## src/design/page_block_chain_scrambler_unit_defines.svh

```systemverilog
// Assertion macros for the page block chain scrambler.
`ifndef PAGE_BLOCK_CHAIN_SCRAMBLER_UNIT_DEFINES_SVH
`define PAGE_BLOCK_CHAIN_SCRAMBLER_UNIT_DEFINES_SVH

// Same-cycle implication, checked at every rising edge outside reset.
`define PBCS_ASSERT_IMPLY(label, clk, rst_n, ante, cons) \
  label: assert property (@(posedge clk) disable iff (!rst_n) (ante) |-> (cons)) \
    else $error("pbcs: same-cycle check failed");

// Next-cycle implication, checked at every rising edge outside reset.
`define PBCS_ASSERT_NEXT(label, clk, rst_n, ante, cons) \
  label: assert property (@(posedge clk) disable iff (!rst_n) (ante) |=> (cons)) \
    else $error("pbcs: next-cycle check failed");

`endif

```

## src/design/pbcs_pkg.sv

```systemverilog
// Package: constants and types shared by the page block chain scrambler.
package pbcs_pkg;

  localparam int BLOCKS_PER_PAGE = 32;
  localparam int CNT_W = $clog2(BLOCKS_PER_PAGE);

  localparam int WORD_W = 32;
  localparam int IDX_W = 5;
  localparam int IN_DATA_W = 5 * WORD_W;
  localparam int OUT_RAW_W = 4 * WORD_W + 2 * IDX_W;
  localparam int OUT_DATA_W = ((OUT_RAW_W + 7) / 8) * 8;

  localparam int CFG_ADDR_W = 3;
  localparam int CFG_DATA_W = 32;

  typedef enum logic {
    REG_SCRAMBLE_CODE   = 1'b0,
    REG_DESCRAMBLE_MODE = 1'b1
  } pbcs_reg_t;

  typedef struct packed {
    logic [WORD_W-1:0] code;
    logic              descramble;
  } pbcs_cfg_t;

  typedef struct packed {
    logic [WORD_W-1:0] key;
    logic [CNT_W-1:0]  cnt;
    logic [CNT_W-1:0]  slot;
  } pbcs_chain_t;

  typedef struct packed {
    logic [WORD_W-1:0] w3;
    logic [WORD_W-1:0] w2;
    logic [WORD_W-1:0] w1;
    logic [WORD_W-1:0] w0;
    logic [IDX_W-1:0]  chain_index;
    logic [IDX_W-1:0]  page_slot;
    logic              last;
  } pbcs_result_t;

  function automatic logic [WORD_W-1:0] bit_rev(input logic [WORD_W-1:0] v);
    logic [WORD_W-1:0] r;
    for (int b = 0; b < WORD_W; b++) begin
      r[b] = v[WORD_W-1-b];
    end
    return r;
  endfunction

endpackage

```

## src/design/pbcs_apb_regs.sv

```systemverilog
// APB register file: scramble code and descramble mode.
module pbcs_apb_regs
  import pbcs_pkg::*;
(
  input  logic                  clk,
  input  logic                  rst_n,
  input  logic                  cfg_psel,
  input  logic                  cfg_penable,
  input  logic                  cfg_pwrite,
  input  logic [CFG_ADDR_W-1:0] cfg_paddr,
  input  logic [CFG_DATA_W-1:0] cfg_pwdata,
  output logic [CFG_DATA_W-1:0] cfg_prdata,
  output logic                  cfg_pready,
  output pbcs_cfg_t             cfg
);

  logic [WORD_W-1:0] code_r;
  logic              mode_r;
  logic              wr_en;
  pbcs_reg_t         sel;

  // word-aligned decode, byte lanes ignored
  assign sel        = pbcs_reg_t'(cfg_paddr[2]);
  assign cfg_pready = 1'b1;
  assign wr_en      = cfg_psel && cfg_penable && cfg_pwrite && cfg_pready;

  always_ff @(posedge clk) begin
    if (!rst_n) begin
      code_r <= '0;
      mode_r <= 1'b0;
    end else if (wr_en) begin
      case (sel)
        REG_SCRAMBLE_CODE:   code_r <= cfg_pwdata;
        REG_DESCRAMBLE_MODE: mode_r <= cfg_pwdata[0];
        default: ;
      endcase
    end
  end

  always_comb begin
    case (sel)
      REG_SCRAMBLE_CODE:   cfg_prdata = code_r;
      REG_DESCRAMBLE_MODE: cfg_prdata = {{(CFG_DATA_W-1){1'b0}}, mode_r};
      default:             cfg_prdata = '0;
    endcase
  end

  assign cfg.code       = code_r;
  assign cfg.descramble = mode_r;

endmodule

```

## src/design/pbcs_block_mix.sv

```systemverilog
// Block mixing, key seeding and next chain state for one 16-byte block.
module pbcs_block_mix
  import pbcs_pkg::*;
(
  input  logic [IN_DATA_W-1:0] blk,
  input  pbcs_cfg_t            cfg,
  input  pbcs_chain_t          cur,
  output pbcs_result_t         res,
  output pbcs_chain_t          nxt
);

  logic [WORD_W-1:0] a0, a1, a2, a3, page;
  logic [WORD_W-1:0] code, seed_key, key, mix, stored3;
  logic [WORD_W-1:0] r0, r1, r2, r3;
  logic [WORD_W-1:0] page_x;
  logic [CNT_W-1:0]  slot;
  logic              first, last;

  assign a0   = blk[WORD_W-1:0];
  assign a1   = blk[2*WORD_W-1:WORD_W];
  assign a2   = blk[3*WORD_W-1:2*WORD_W];
  assign a3   = blk[4*WORD_W-1:3*WORD_W];
  assign page = blk[5*WORD_W-1:4*WORD_W];

  // code rotated right by 21
  assign code     = {cfg.code[20:0], cfg.code[31:21]};
  // rotr(page,17) ^ code*7
  assign seed_key = {page[16:0], page[31:17]} ^ ((code << 3) - code);
  assign page_x   = page ^ code;

  assign first = (cur.cnt == '0);
  assign key   = first ? seed_key : cur.key;
  assign slot  = first ? CNT_W'(page_x[IDX_W-1:0]) : cur.slot;
  assign last  = (cur.cnt == CNT_W'(BLOCKS_PER_PAGE - 1));

  always_comb begin
    if (!cfg.descramble) begin
      r0      = a0 + key;
      mix     = r0 ^ a1;
      r1      = a1 + r0;
      r2      = a2 + mix;
      r3      = a3 + mix - a2;
      stored3 = r3;
    end else begin
      r0      = a0 - key;
      r1      = a1 - a0;
      mix     = a0 ^ r1;
      r2      = a2 - mix;
      r3      = a3 - (mix - r2);
      stored3 = a3;
    end
  end

  assign res.w0          = r0;
  assign res.w1          = r1;
  assign res.w2          = r2;
  assign res.w3          = r3;
  assign res.chain_index = cur.cnt[IDX_W-1:0];
  assign res.page_slot   = slot[IDX_W-1:0];
  assign res.last        = last;

  assign nxt.key  = bit_rev(stored3 + code);
  assign nxt.cnt  = last ? '0 : cur.cnt + CNT_W'(1);
  assign nxt.slot = (slot == CNT_W'(BLOCKS_PER_PAGE - 1)) ? '0 : slot + CNT_W'(1);

endmodule

```

## src/design/page_block_chain_scrambler_unit.sv

```systemverilog
// Top level: page block chain scrambler with stream ports and APB registers.
//
// Takes one 16-byte block per clock while out_tready is high and returns it
// scrambled or descrambled, with its chain index, its rotated page slot and a
// last-block flag on tlast. An accepted block passes through the input
// register, then the result register, before it is valid on the output.
// The chain key, block counter and slot update in the mix logic on the
// same cycle a block moves into the result register, so back-to-back
// blocks of a page chain correctly. The first block after reset or after
// a last block reseeds key and slot from page_number. Write the registers
// only while no block is in flight.
`include "page_block_chain_scrambler_unit_defines.svh"

module page_block_chain_scrambler_unit
  import pbcs_pkg::*;
(
  input  logic                  clk,
  input  logic                  rst_n,
  input  logic                  in_tvalid,
  output logic                  in_tready,
  // in_word0, in_word1, in_word2, in_word3, page_number (lowest bit up)
  input  logic [IN_DATA_W-1:0]  in_tdata,
  output logic                  out_tvalid,
  input  logic                  out_tready,
  // out_word0, out_word1, out_word2, out_word3, chain_index, page_slot, zero pad
  output logic [OUT_DATA_W-1:0] out_tdata,
  // last_block
  output logic                  out_tlast,
  input  logic                  cfg_psel,
  input  logic                  cfg_penable,
  input  logic                  cfg_pwrite,
  input  logic [CFG_ADDR_W-1:0] cfg_paddr,
  input  logic [CFG_DATA_W-1:0] cfg_pwdata,
  output logic [CFG_DATA_W-1:0] cfg_prdata,
  output logic                  cfg_pready
);

  pbcs_cfg_t            cfg;
  pbcs_chain_t          chain_r, chain_nxt;
  pbcs_result_t         res;
  logic [IN_DATA_W-1:0] s1_data_r;
  logic                 s1_valid_r, s1_valid_nxt;
  pbcs_result_t         s2_res_r;
  logic                 s2_valid_r, s2_valid_nxt;
  logic                 in_acc, xfer;

  pbcs_apb_regs u_regs (
    .clk         (clk),
    .rst_n       (rst_n),
    .cfg_psel    (cfg_psel),
    .cfg_penable (cfg_penable),
    .cfg_pwrite  (cfg_pwrite),
    .cfg_paddr   (cfg_paddr),
    .cfg_pwdata  (cfg_pwdata),
    .cfg_prdata  (cfg_prdata),
    .cfg_pready  (cfg_pready),
    .cfg         (cfg)
  );

  pbcs_block_mix u_mix (
    .blk (s1_data_r),
    .cfg (cfg),
    .cur (chain_r),
    .res (res),
    .nxt (chain_nxt)
  );

  assign xfer      = s1_valid_r && (!s2_valid_r || out_tready);
  assign in_tready = !s1_valid_r || xfer;
  assign in_acc    = in_tvalid && in_tready;

  always_comb begin
    s1_valid_nxt = s1_valid_r;
    if (in_acc) begin
      s1_valid_nxt = 1'b1;
    end else if (xfer) begin
      s1_valid_nxt = 1'b0;
    end
    s2_valid_nxt = s2_valid_r;
    if (xfer) begin
      s2_valid_nxt = 1'b1;
    end else if (out_tready) begin
      s2_valid_nxt = 1'b0;
    end
  end

  always_ff @(posedge clk) begin
    if (!rst_n) begin
      s1_valid_r <= 1'b0;
      s2_valid_r <= 1'b0;
      chain_r    <= '0;
    end else begin
      s1_valid_r <= s1_valid_nxt;
      s2_valid_r <= s2_valid_nxt;
      if (xfer) begin
        chain_r <= chain_nxt;
      end
    end
  end

  always_ff @(posedge clk) begin
    if (in_acc) begin
      s1_data_r <= in_tdata;
    end
    if (xfer) begin
      s2_res_r <= res;
    end
  end

  assign out_tvalid = s2_valid_r;
  assign out_tlast  = s2_res_r.last;
  assign out_tdata  = OUT_DATA_W'({s2_res_r.page_slot, s2_res_r.chain_index,
                                   s2_res_r.w3, s2_res_r.w2, s2_res_r.w1,
                                   s2_res_r.w0});

  `PBCS_ASSERT_IMPLY(a_ready_only_when_room, clk, rst_n, !in_tready, s1_valid_r && s2_valid_r && !out_tready)
  `PBCS_ASSERT_NEXT(a_last_wraps_counter, clk, rst_n, xfer && res.last, chain_r.cnt == '0)
  `PBCS_ASSERT_NEXT(a_counter_steps, clk, rst_n, xfer && !res.last, chain_r.cnt == $past(chain_r.cnt) + CNT_W'(1))
  `PBCS_ASSERT_IMPLY(a_slot_in_page, clk, rst_n, 1'b1, chain_r.slot <= CNT_W'(BLOCKS_PER_PAGE - 1))

endmodule
```

## config.mk

```make
export PLATFORM = sky130hd
export DESIGN_NAME = page_block_chain_scrambler_unit
export DESIGN_NICKNAME = d
export VERILOG_FILES = /design/src/design/pbcs_pkg.sv /design/src/design/pbcs_apb_regs.sv /design/src/design/pbcs_block_mix.sv /design/src/design/page_block_chain_scrambler_unit.sv
export VERILOG_INCLUDE_DIRS = /design/src /design/src/design
export SDC_FILE = /design/constraint.sdc
export NUM_CORES = 1
export LEC_CHECK = 0
export BUFFER_PORTS_ARGS = -buffer_cell sky130_fd_sc_hd__buf_2
export CAP_MARGIN = 20
export CORE_ASPECT_RATIO = 0.8
export CORE_UTILIZATION = 35
export CTS_CLUSTER_SIZE = 25
export DETAILED_ROUTE_END_ITERATION = 6
export PLACE_DENSITY_LB_ADDON = 0.15
export SYNTH_ARGS = -nofsm -noshare
export SYNTH_HDL_FRONTEND = slang
export SYNTH_SLANG_ARGS = --single-unit
```

## constraint.sdc

```tcl
create_clock -name clk -period 16.77 [get_ports clk]
set_input_delay 5.031 -clock clk [delete_from_list [all_inputs] [get_ports clk]]
set_output_delay 5.031 -clock clk [all_outputs]
set_load 0.05 [all_outputs]
```

# Word level (Yosys, flattened, before mapping)
# Cells that the tools add are included.
# totals
latch_bits,0
out_inout_bits,180
in_bits,202
mem_count,0
ramBits,0
wordCells,63
romBits,0
register_bits,376
# classes
n_shift,0
eq_ne,2
n_bitwise,5
muxes,14
n_lt_le_gt_ge,0
addsub,14
mul,0
reduce_logical,13
div,0
# op_table
op,n
$sub 32x32->32,7
$mux 32,6
$add 32x32->32,5
$xor 32x32->32,3
$pmux 32 s2,1
$mux 5,3
$add 5x1->5 const B,2
$eq 5x5->1 const B,2
$logic_not 5->1,1
$xor 5x5->5,1
$logic_and 1x1->1,4
$mux 1,4
$reduce_and 2->1,2
$reduce_bool 2->1,2
$logic_not 1->1,2
$logic_or 1x1->1,2
$not 1->1,1

# Depth between registers and ports, before layout
# Gate-level depths: netlist of run 1.
# depth
word_depth,9
depth_mapped,47
mapped_depth_nobuf,46

# Hierarchy
# Synthesis of run 1 repeated with hierarchy kept, for this count alone.
# hier_totals
hier_cells,3442
area_unflattened_um2,31716.7
# modules_own_cells
module,cells_per_inst,n_inst,seq_area_each_um2,area_per_inst_um2
pbcs_block_mix,2762,1,0.0,19329.8
page_block_chain_scrambler_unit,498,1,9859.5,10799.1
pbcs_apb_regs,182,1,660.6,1587.8

# Least setup slack after synthesis of run 1
# Ideal clock, no wire load.
# synth_timing
path_type,input -> output
from,input port cfg_paddr[2]
to,output port cfg_prdata[0]
path_buffers,1
path_slack_ns,5.443
arrival_time_ns,6.296
path_stages,2
cell_sequence,clkbuf_1 o21ai_0
# synth_via
elab_chain_cells,2
# synth_rtl
item,line_no,text
from (decl),page_block_chain_scrambler_unit.sv:32,"input logic [CFG_ADDR_W-1:0] cfg_paddr,"
$not 1->1,pbcs_apb_regs.sv:41,case (sel)
$pmux 32 s2 *,pbcs_apb_regs.sv:41,
to (decl),page_block_chain_scrambler_unit.sv:34,"output logic [CFG_DATA_W-1:0] cfg_prdata,"
# Mark *: on every way between the ends. The rest lies on a longest branch, timed or not.

# Final worst setup path of run 1
# layout_timing
from,register u_regs.code_r[30]
to,register chain_r[12] in the netlist's numbering
# layout_via
elab_chain_cells,9
# layout_rtl
item,line_no,text
from (decl),pbcs_apb_regs.sv:17,logic [WORD_W-1:0] code_r;
from (signal assigned),pbcs_apb_regs.sv:33,REG_SCRAMBLE_CODE: code_r <= cfg_pwdata;
$sub 32x32->32,pbcs_block_mix.sv:28,"assign seed_key = {page[16:0], page[31:17]} ^ ((code << 3) - code);"
$xor 32x32->32,pbcs_block_mix.sv:28,
$mux 32,pbcs_block_mix.sv:32,assign key = first ? seed_key : cur.key;
$add 32x32->32,pbcs_block_mix.sv:38,r0 = a0 + key;
$xor 32x32->32,pbcs_block_mix.sv:39,mix = r0 ^ a1;
$add 32x32->32,pbcs_block_mix.sv:42,r3 = a3 + mix - a2;
$sub 32x32->32,pbcs_block_mix.sv:42,
$mux 32,pbcs_block_mix.sv:37,if (!cfg.descramble) begin
$add 32x32->32 *,pbcs_block_mix.sv:62,assign nxt.key = bit_rev(stored3 + code);
to (signal assigned),page_block_chain_scrambler_unit.sv:96,chain_r <= chain_nxt;
to (decl),page_block_chain_scrambler_unit.sv:39,"pbcs_chain_t chain_r, chain_nxt;"
# Marked as above.
# A chain may end at the register's enable or synchronous reset.

==> results of run 1 <==
cell type report:
cell class	count	area (µm²)
well taps	1200	1500
clock buffers	54	1200
clock inverters	31	377
flip-flops and latches	376	10500
diodes	1	2.50
inverters	361	1360
multi-input cells	2656	19300
fillers	9061	53100
repair buffers	386	1970
metrics by stage:
step	cells	hold slack [ps]
3_5_place_dp	4979	461
6_report	5065	472
4_1_cts	5064	472
5_1_grt	5064	494
3_3_place_gp	4979	452
2_1_floorplan	3488	439
synth_stat cells (19+ instances only):
library cell / instances
a31oi_1: 31
nand3_1: 41
nand2b_1: 37
o21bai_1: 51
nand2_1: 273
nor3_1: 50
fa_1: 69
nor2b_1: 41
a21boi_0: 50
a21oi_1: 328
ha_1: 320
a21o_1: 120
or3_1: 19
edfxtp_1: 299
inv_1: 360
o21a_1: 55
and3_1: 26
nor2_1: 249
a211oi_1: 22
dfxtp_1: 77
xor2_1: 92
o21ai_0: 221
mux2i_1: 20
clkbuf_1: 70
xnor2_1: 258
and2_1: 42
worst max-delay path: cells and delay by family (launching register included):
kind	cells	cell delay (ps)
AO/OA/AOI/OAI	18	5640
XOR/XNOR	4	660
adder cells (fa/ha/maj)	6	2470
buffers and inverters	3	330
flip-flops	1	450
AND/OR/NAND/NOR	8	1630
logic make-up (layout without fill, tap and decap cells):
kind of cell | Yosys count | after routing
muxes | 34 | 34
and+or+nand+nor | 861 | 861
buffers and inverters | 456 | 832
adders and majority gates | 389 | 389
DFF | 376 | 376
xor gates and xnor gates | 351 | 351
other | 2 | 8
AOI/OAI and AO/OA | 1014 | 1014
per-layer routing:
| layer | vias to the layer above | routed length, µm |
|---|---|---|
| li1 | 13000 | - |
| met1 | 12400 | 54400 |
| met2 | 730 | 44600 |
| met3 | 105 | 6540 |
| met4 | 0 | 2350 |
| met5 | - | 0 |
worst max path at each step:
| stage | start | to | slack (ps) |
|---|---|---|---|
| final | u_regs.code_r[30]$_SDFFE_PN0P_ | chain_r[12]$_SDFFE_PN0P_ | 5450 |
| after CTS | u_regs.code_r[30]$_SDFFE_PN0P_ | chain_r[12]$_SDFFE_PN0P_ | 5400 |
| after global routing | u_regs.code_r[30]$_SDFFE_PN0P_ | chain_r[12]$_SDFFE_PN0P_ | 4690 |
| after global placement | u_regs.code_r[30]$_SDFFE_PN0P_ | chain_r[12]$_SDFFE_PN0P_ | 5460 |
| after floorplan | cfg_paddr[2] | cfg_prdata[0] | 5440 |
| after detailed placement | u_regs.code_r[30]$_SDFFE_PN0P_ | chain_r[12]$_SDFFE_PN0P_ | 5460 |
registers in the layout, indices dropped and copies added (netlist names):
name           flops
s1_data_r        160
out_tdata        138
chain_r           42
u_regs.code_r     32
out_tlast          1
out_tvalid         1
s1_valid_r         1
u_regs.mode_r      1
==> run summary, run 1 <==
outcome - completed
fin. max-slew vios - 0
met2 Use GR - 0.338
cts bufs inserted - 46
Hold Path Class - reg -> reg
GRT overflow - 0
Worst Min Path Start - chain_r[1]$_SDFFE_PN0P_
worst-case reg-to-reg path depth - 39
crit-path most repeated cell - ha_1
nets@finish - 4418
total track usage - 0.231
IO Pins - 382
Crit-path slowest cell - a211oi_1
FF-to-FF Start - u_regs.code_r[30]$_SDFFE_PN0P_
Post-synth EDFFs - 299
Util after Layout - 0.406
PortBufs - 372
main combinational cell family by area after synthesis - compound AO/OA/AOI/OAI gates
hold depth - 2
min Tclk post-route - 11320 ps
Final ANT Viol Nets - 0
WL/cell - 21.3 µm
CP max stage delay - 570 ps
Reg2Reg Setup Slack - 5450 ps
f_max - 0.0884 GHz
Area contributors post-synth - edfxtp_1 28%, ha_1 13%, xnor2_1 7.2%, a21oi_1 5.2%, dfxtp_1 4.9%
largest net degree at the start of global routing - 88
synth unique cells - 85
Avg Synthesized Cell Area - 9.07 µm²
PnR worst setup slack - 5450 ps
Crit. End Element - flop
initial antenna violation count - 4
mux cell area share after synthesis - 0.0115
global routing usage on met3 - 0.0322
asr flop ratio synth - 0
ys flop type - edfxtp_1
die extent in y - 271 µm
vias in the first global route - 25000
CP max FO - 5
GRT Max-Usage Layer - met1
CTS Buffer Depth - 3
top cell type's share of synthesized area - 0.284
DRC - 0
cells resized by post-CTS repair - 0
core area - 89400 µm²
pre-CTS setup slack - 5460 ps
final wirelength - 108000 µm
first-pass GRT wire length - 156000 µm
routed vias - 26200
area growth from synthesis to layout - 14.9%
post-synthesis simple-gate area fraction - 0.129
count of final setup violators - 0
CP arrival - 11820 ps
num rows - 98
worst clock skew - 33.2 ps
Placed Instance Area - 34700 µm²
max_cap viols - 0
CP Launch Type - flop
hold worst-path end - chain_r[1]$_SDFFE_PN0P_
CTS root buf - clkbuf_16
share of cells above drive strength 1 - 0.134
post-synthesis compound-gate area fraction - 0.202
H-tree depth - 2
Final TNS setup - 0 ps
met1 Use GR - 0.352
vias per inst - 5.17
FF+latch count, synth - 376
Hold Vio Cnt, Final - 0
cell count after synthesis - 3483
total die area - 91400 µm²
Adder-Cell Fraction of Synth Area - 0.171
reg2reg end - chain_r[12]$_SDFFE_PN0P_
Horiz. Die Dim - 338 µm
CTS tree - built
worst slew pin tran - 1150 ps
cell accounting for the most synthesized area - edfxtp_1
RSZ-0062 raised after global routing - false
Tcrit/Tclk final - 0.675
CP Data Required Time - 17270 ps
Slew headroom - 0.227
most frequent cells in the layout - 372 x buf_2, 358 x inv_1, 328 x a21oi_1
clk_lat worst skew - 640 ps
Starting Density - 0.353
postcts setup bufs - 0
warnings from Yosys - 0
sequential fraction of the synthesis area - 0.333
HPWL after detailed placement - 87600 µm
design area - 36300 µm²
hold buffer count at CTS - 0
most common cell after layout, fill and taps aside - buf_2
Synth Cell Area - 31600 µm²
Synth Area in XOR/XNOR - 0.0976
RePlAce Congestion - 0.941
Worst-path clk slew - 60 ps
TritonRoute pass-1 iters - 6
clk sinks - 376
DR iter-0 viols - 2019
crit path kind - reg -> reg
Power of run 1 is left out: the tool's default activity adds up to more than one toggle a clock period on the data nets, which glitch-free logic cannot reach.
==> run 2: changes to the inputs <==
==> constraint.sdc (replaced) <==
create_clock -name clk -period 9.6 [get_ports clk]
set_input_delay 2.88 -clock clk [delete_from_list [all_inputs] [get_ports clk]]
set_output_delay 2.88 -clock clk [all_outputs]
set_load 0.05 [all_outputs]
==> run summary, run 2 (synthesis gave the netlist of run 1 again) <==
wl on met1 - 55100 µm (was 54400 µm)
H-tree depth - 2 (unchanged)
area growth from synthesis to layout - 20.2% (was 14.9%)
initial antenna violation count - 6 (was 4)
max_cap viols - 0 (unchanged)
IO Pins - 382 (unchanged)
cts bufs inserted - 45 (was 46)
count of final setup violators - 0 (unchanged)
final wirelength - 109000 µm (was 108000 µm)
Inst Count DP - 5178 (was 4979)
first-pass GRT wire length - 159000 µm (was 156000 µm)
clk_lat worst skew - 640 ps (about the same)
fin cells - 5266 (was 5065)
GRT overflow - 0 (unchanged)
CP max stage delay - 530 ps (was 570 ps)
CP max FO - 3 (was 5)
max reg flops - 160 (unchanged)
PnR worst setup slack - 497 ps (was 5450 ps)
min Tclk post-route - 9100 ps (was 11320 ps)
Crit-path slowest cell - or4_1 (was a211oi_1)
Horiz. Die Dim - 338 µm (unchanged)
Top Metal Used - met5 (was met4)
worst clock skew - 29.2 ps (was 33.2 ps)
vias in the first global route - 25700 (was 25000)
Util after Layout - 0.424 (was 0.406)
Filler Cells Inserted - 9029 (was 9061)
CTS Buffer Depth - 3 (unchanged)
routed vias - 27000 (was 26200)
Crit. End Element - flop (unchanged)
area of the multi-input gates - 19600 µm² (was 19300 µm²)
Worst Min Path Start - chain_r[1]$_SDFFE_PN0P_ (unchanged)
total die area - 91400 µm² (unchanged)
fin. max-slew vios - 0 (unchanged)
largest net degree at the start of global routing - 118 (was 88)
crit path kind - reg -> reg (unchanged)
pre-CTS setup slack - 136 ps (was 5460 ps)
CTS root buf - clkbuf_16 (unchanged)
Largest Register - s1_data_r (unchanged)
vias per inst - 5.12 (was 5.17)
num rows - 98 (unchanged)
core area - 89400 µm² (unchanged)
RePlAce Congestion - 0.944 (was 0.941)
most common cell after layout, fill and taps aside - buf_2 (unchanged)
most frequent cells in the layout - 372 x buf_2, 358 x inv_1, 316 x a21oi_1 (was 372 x buf_2, 358 x inv_1, 328 x a21oi_1)
CP Launch Type - flop (unchanged)
Slew headroom - 0.253 (was 0.227)
RSZ-0062 raised after global routing - true (was false)
HPWL after detailed placement - 89200 µm (was 87600 µm)
WL/cell - 20.8 µm (was 21.3 µm)
nets@finish - 4622 (was 4418)
share of cells above drive strength 1 - 0.186 (was 0.134)
hold buffer count at CTS - 0 (unchanged)
TritonRoute pass-1 iters - 5 (was 6)
PortBufs - 372 (unchanged)
CP Data Required Time - 10120 ps (was 17270 ps)
met2 routed WL - 45700 µm (was 44600 µm)
DRC - 0 (unchanged)
CTS tree - built (unchanged)
met3 WL - 6560 µm (was 6540 µm)
clk sinks - 376 (unchanged)
CP arrival - 9620 ps (was 11820 ps)
Hold Slack - 467 ps (was 472 ps)
Final ANT Viol Nets - 0 (unchanged)
Tcrit/Tclk final - 0.948 (was 0.675)
Starting Density - 0.353 (unchanged)
Worst Setup SP - u_regs.code_r[24]$_SDFFE_PN0P_ (was u_regs.code_r[30]$_SDFFE_PN0P_)
outcome - completed (unchanged)
total track usage - 0.234 (was 0.231)
worst slew pin tran - 1110 ps (was 1150 ps)
Hold Path Class - reg -> reg (unchanged)
die extent in y - 271 µm (unchanged)
Hold Vio Cnt, Final - 0 (unchanged)
FF+latch area - 10500 µm² (unchanged)
Worst-path clk slew - 70 ps (was 60 ps)
f_max - 0.110 GHz (was 0.0884 GHz)
FF-to-FF Start - u_regs.code_r[24]$_SDFFE_PN0P_ (was u_regs.code_r[30]$_SDFFE_PN0P_)
DR iter-0 viols - 2057 (was 2019)
run 2: metrics by stage:
stage                     cell area, µm²  setup TNS (ps)
after global placement             36200               0
after floorplan                    31600               0
after CTS                          37700               0
final                              37900               0
after detailed placement           36200               0
after global routing               37900           -51.4
run 2: metal layers:
metal | vias to the layer above | GRT usage
li1 | 13400 | -
met3 | 96 | 0.0320
met5 | - | 0
met4 | 6 | 0.0487
met2 | 751 | 0.346
met1 | 12700 | 0.357
run 2: final cells by class:
cell class / count / area share
clock buffer: 54 / 0.0311
sequential: 376 / 0.277
clock inverter: 27 / 0.00775
inverter: 361 / 0.0359
tap: 1200 / 0.0396
multi-input combinational: 2656 / 0.515
antenna: 1 / 0.0000660
timing repair buffer: 591 / 0.0927
run 2: timing repair:
action	CTS	global route
setup buffers	0	6
resized for setup	0	50
setup endpoints to repair	0	8
run 2: final timing paths:
path	end	slack, ps	cells after the start
worst max register to register	chain_r[10]$_SDFFE_PN0P_	500	44
worst min register to register	chain_r[1]$_SDFFE_PN0P_	470	2
worst min-delay path	chain_r[1]$_SDFFE_PN0P_	470	2
worst max-delay path	chain_r[10]$_SDFFE_PN0P_	500	44
run 2: critical path: cells and delay by family, from the launching register on:
family	cells	cell delay [ps]
and+or+nand+nor	8	1280
adders and majority gates	6	1940
AOI/OAI and AO/OA	21	4200
DFF	1	330
xor gates and xnor gates	4	570
muxes	1	320
buffers and inverters	4	320
Power of run 2 is left out for the same reason.
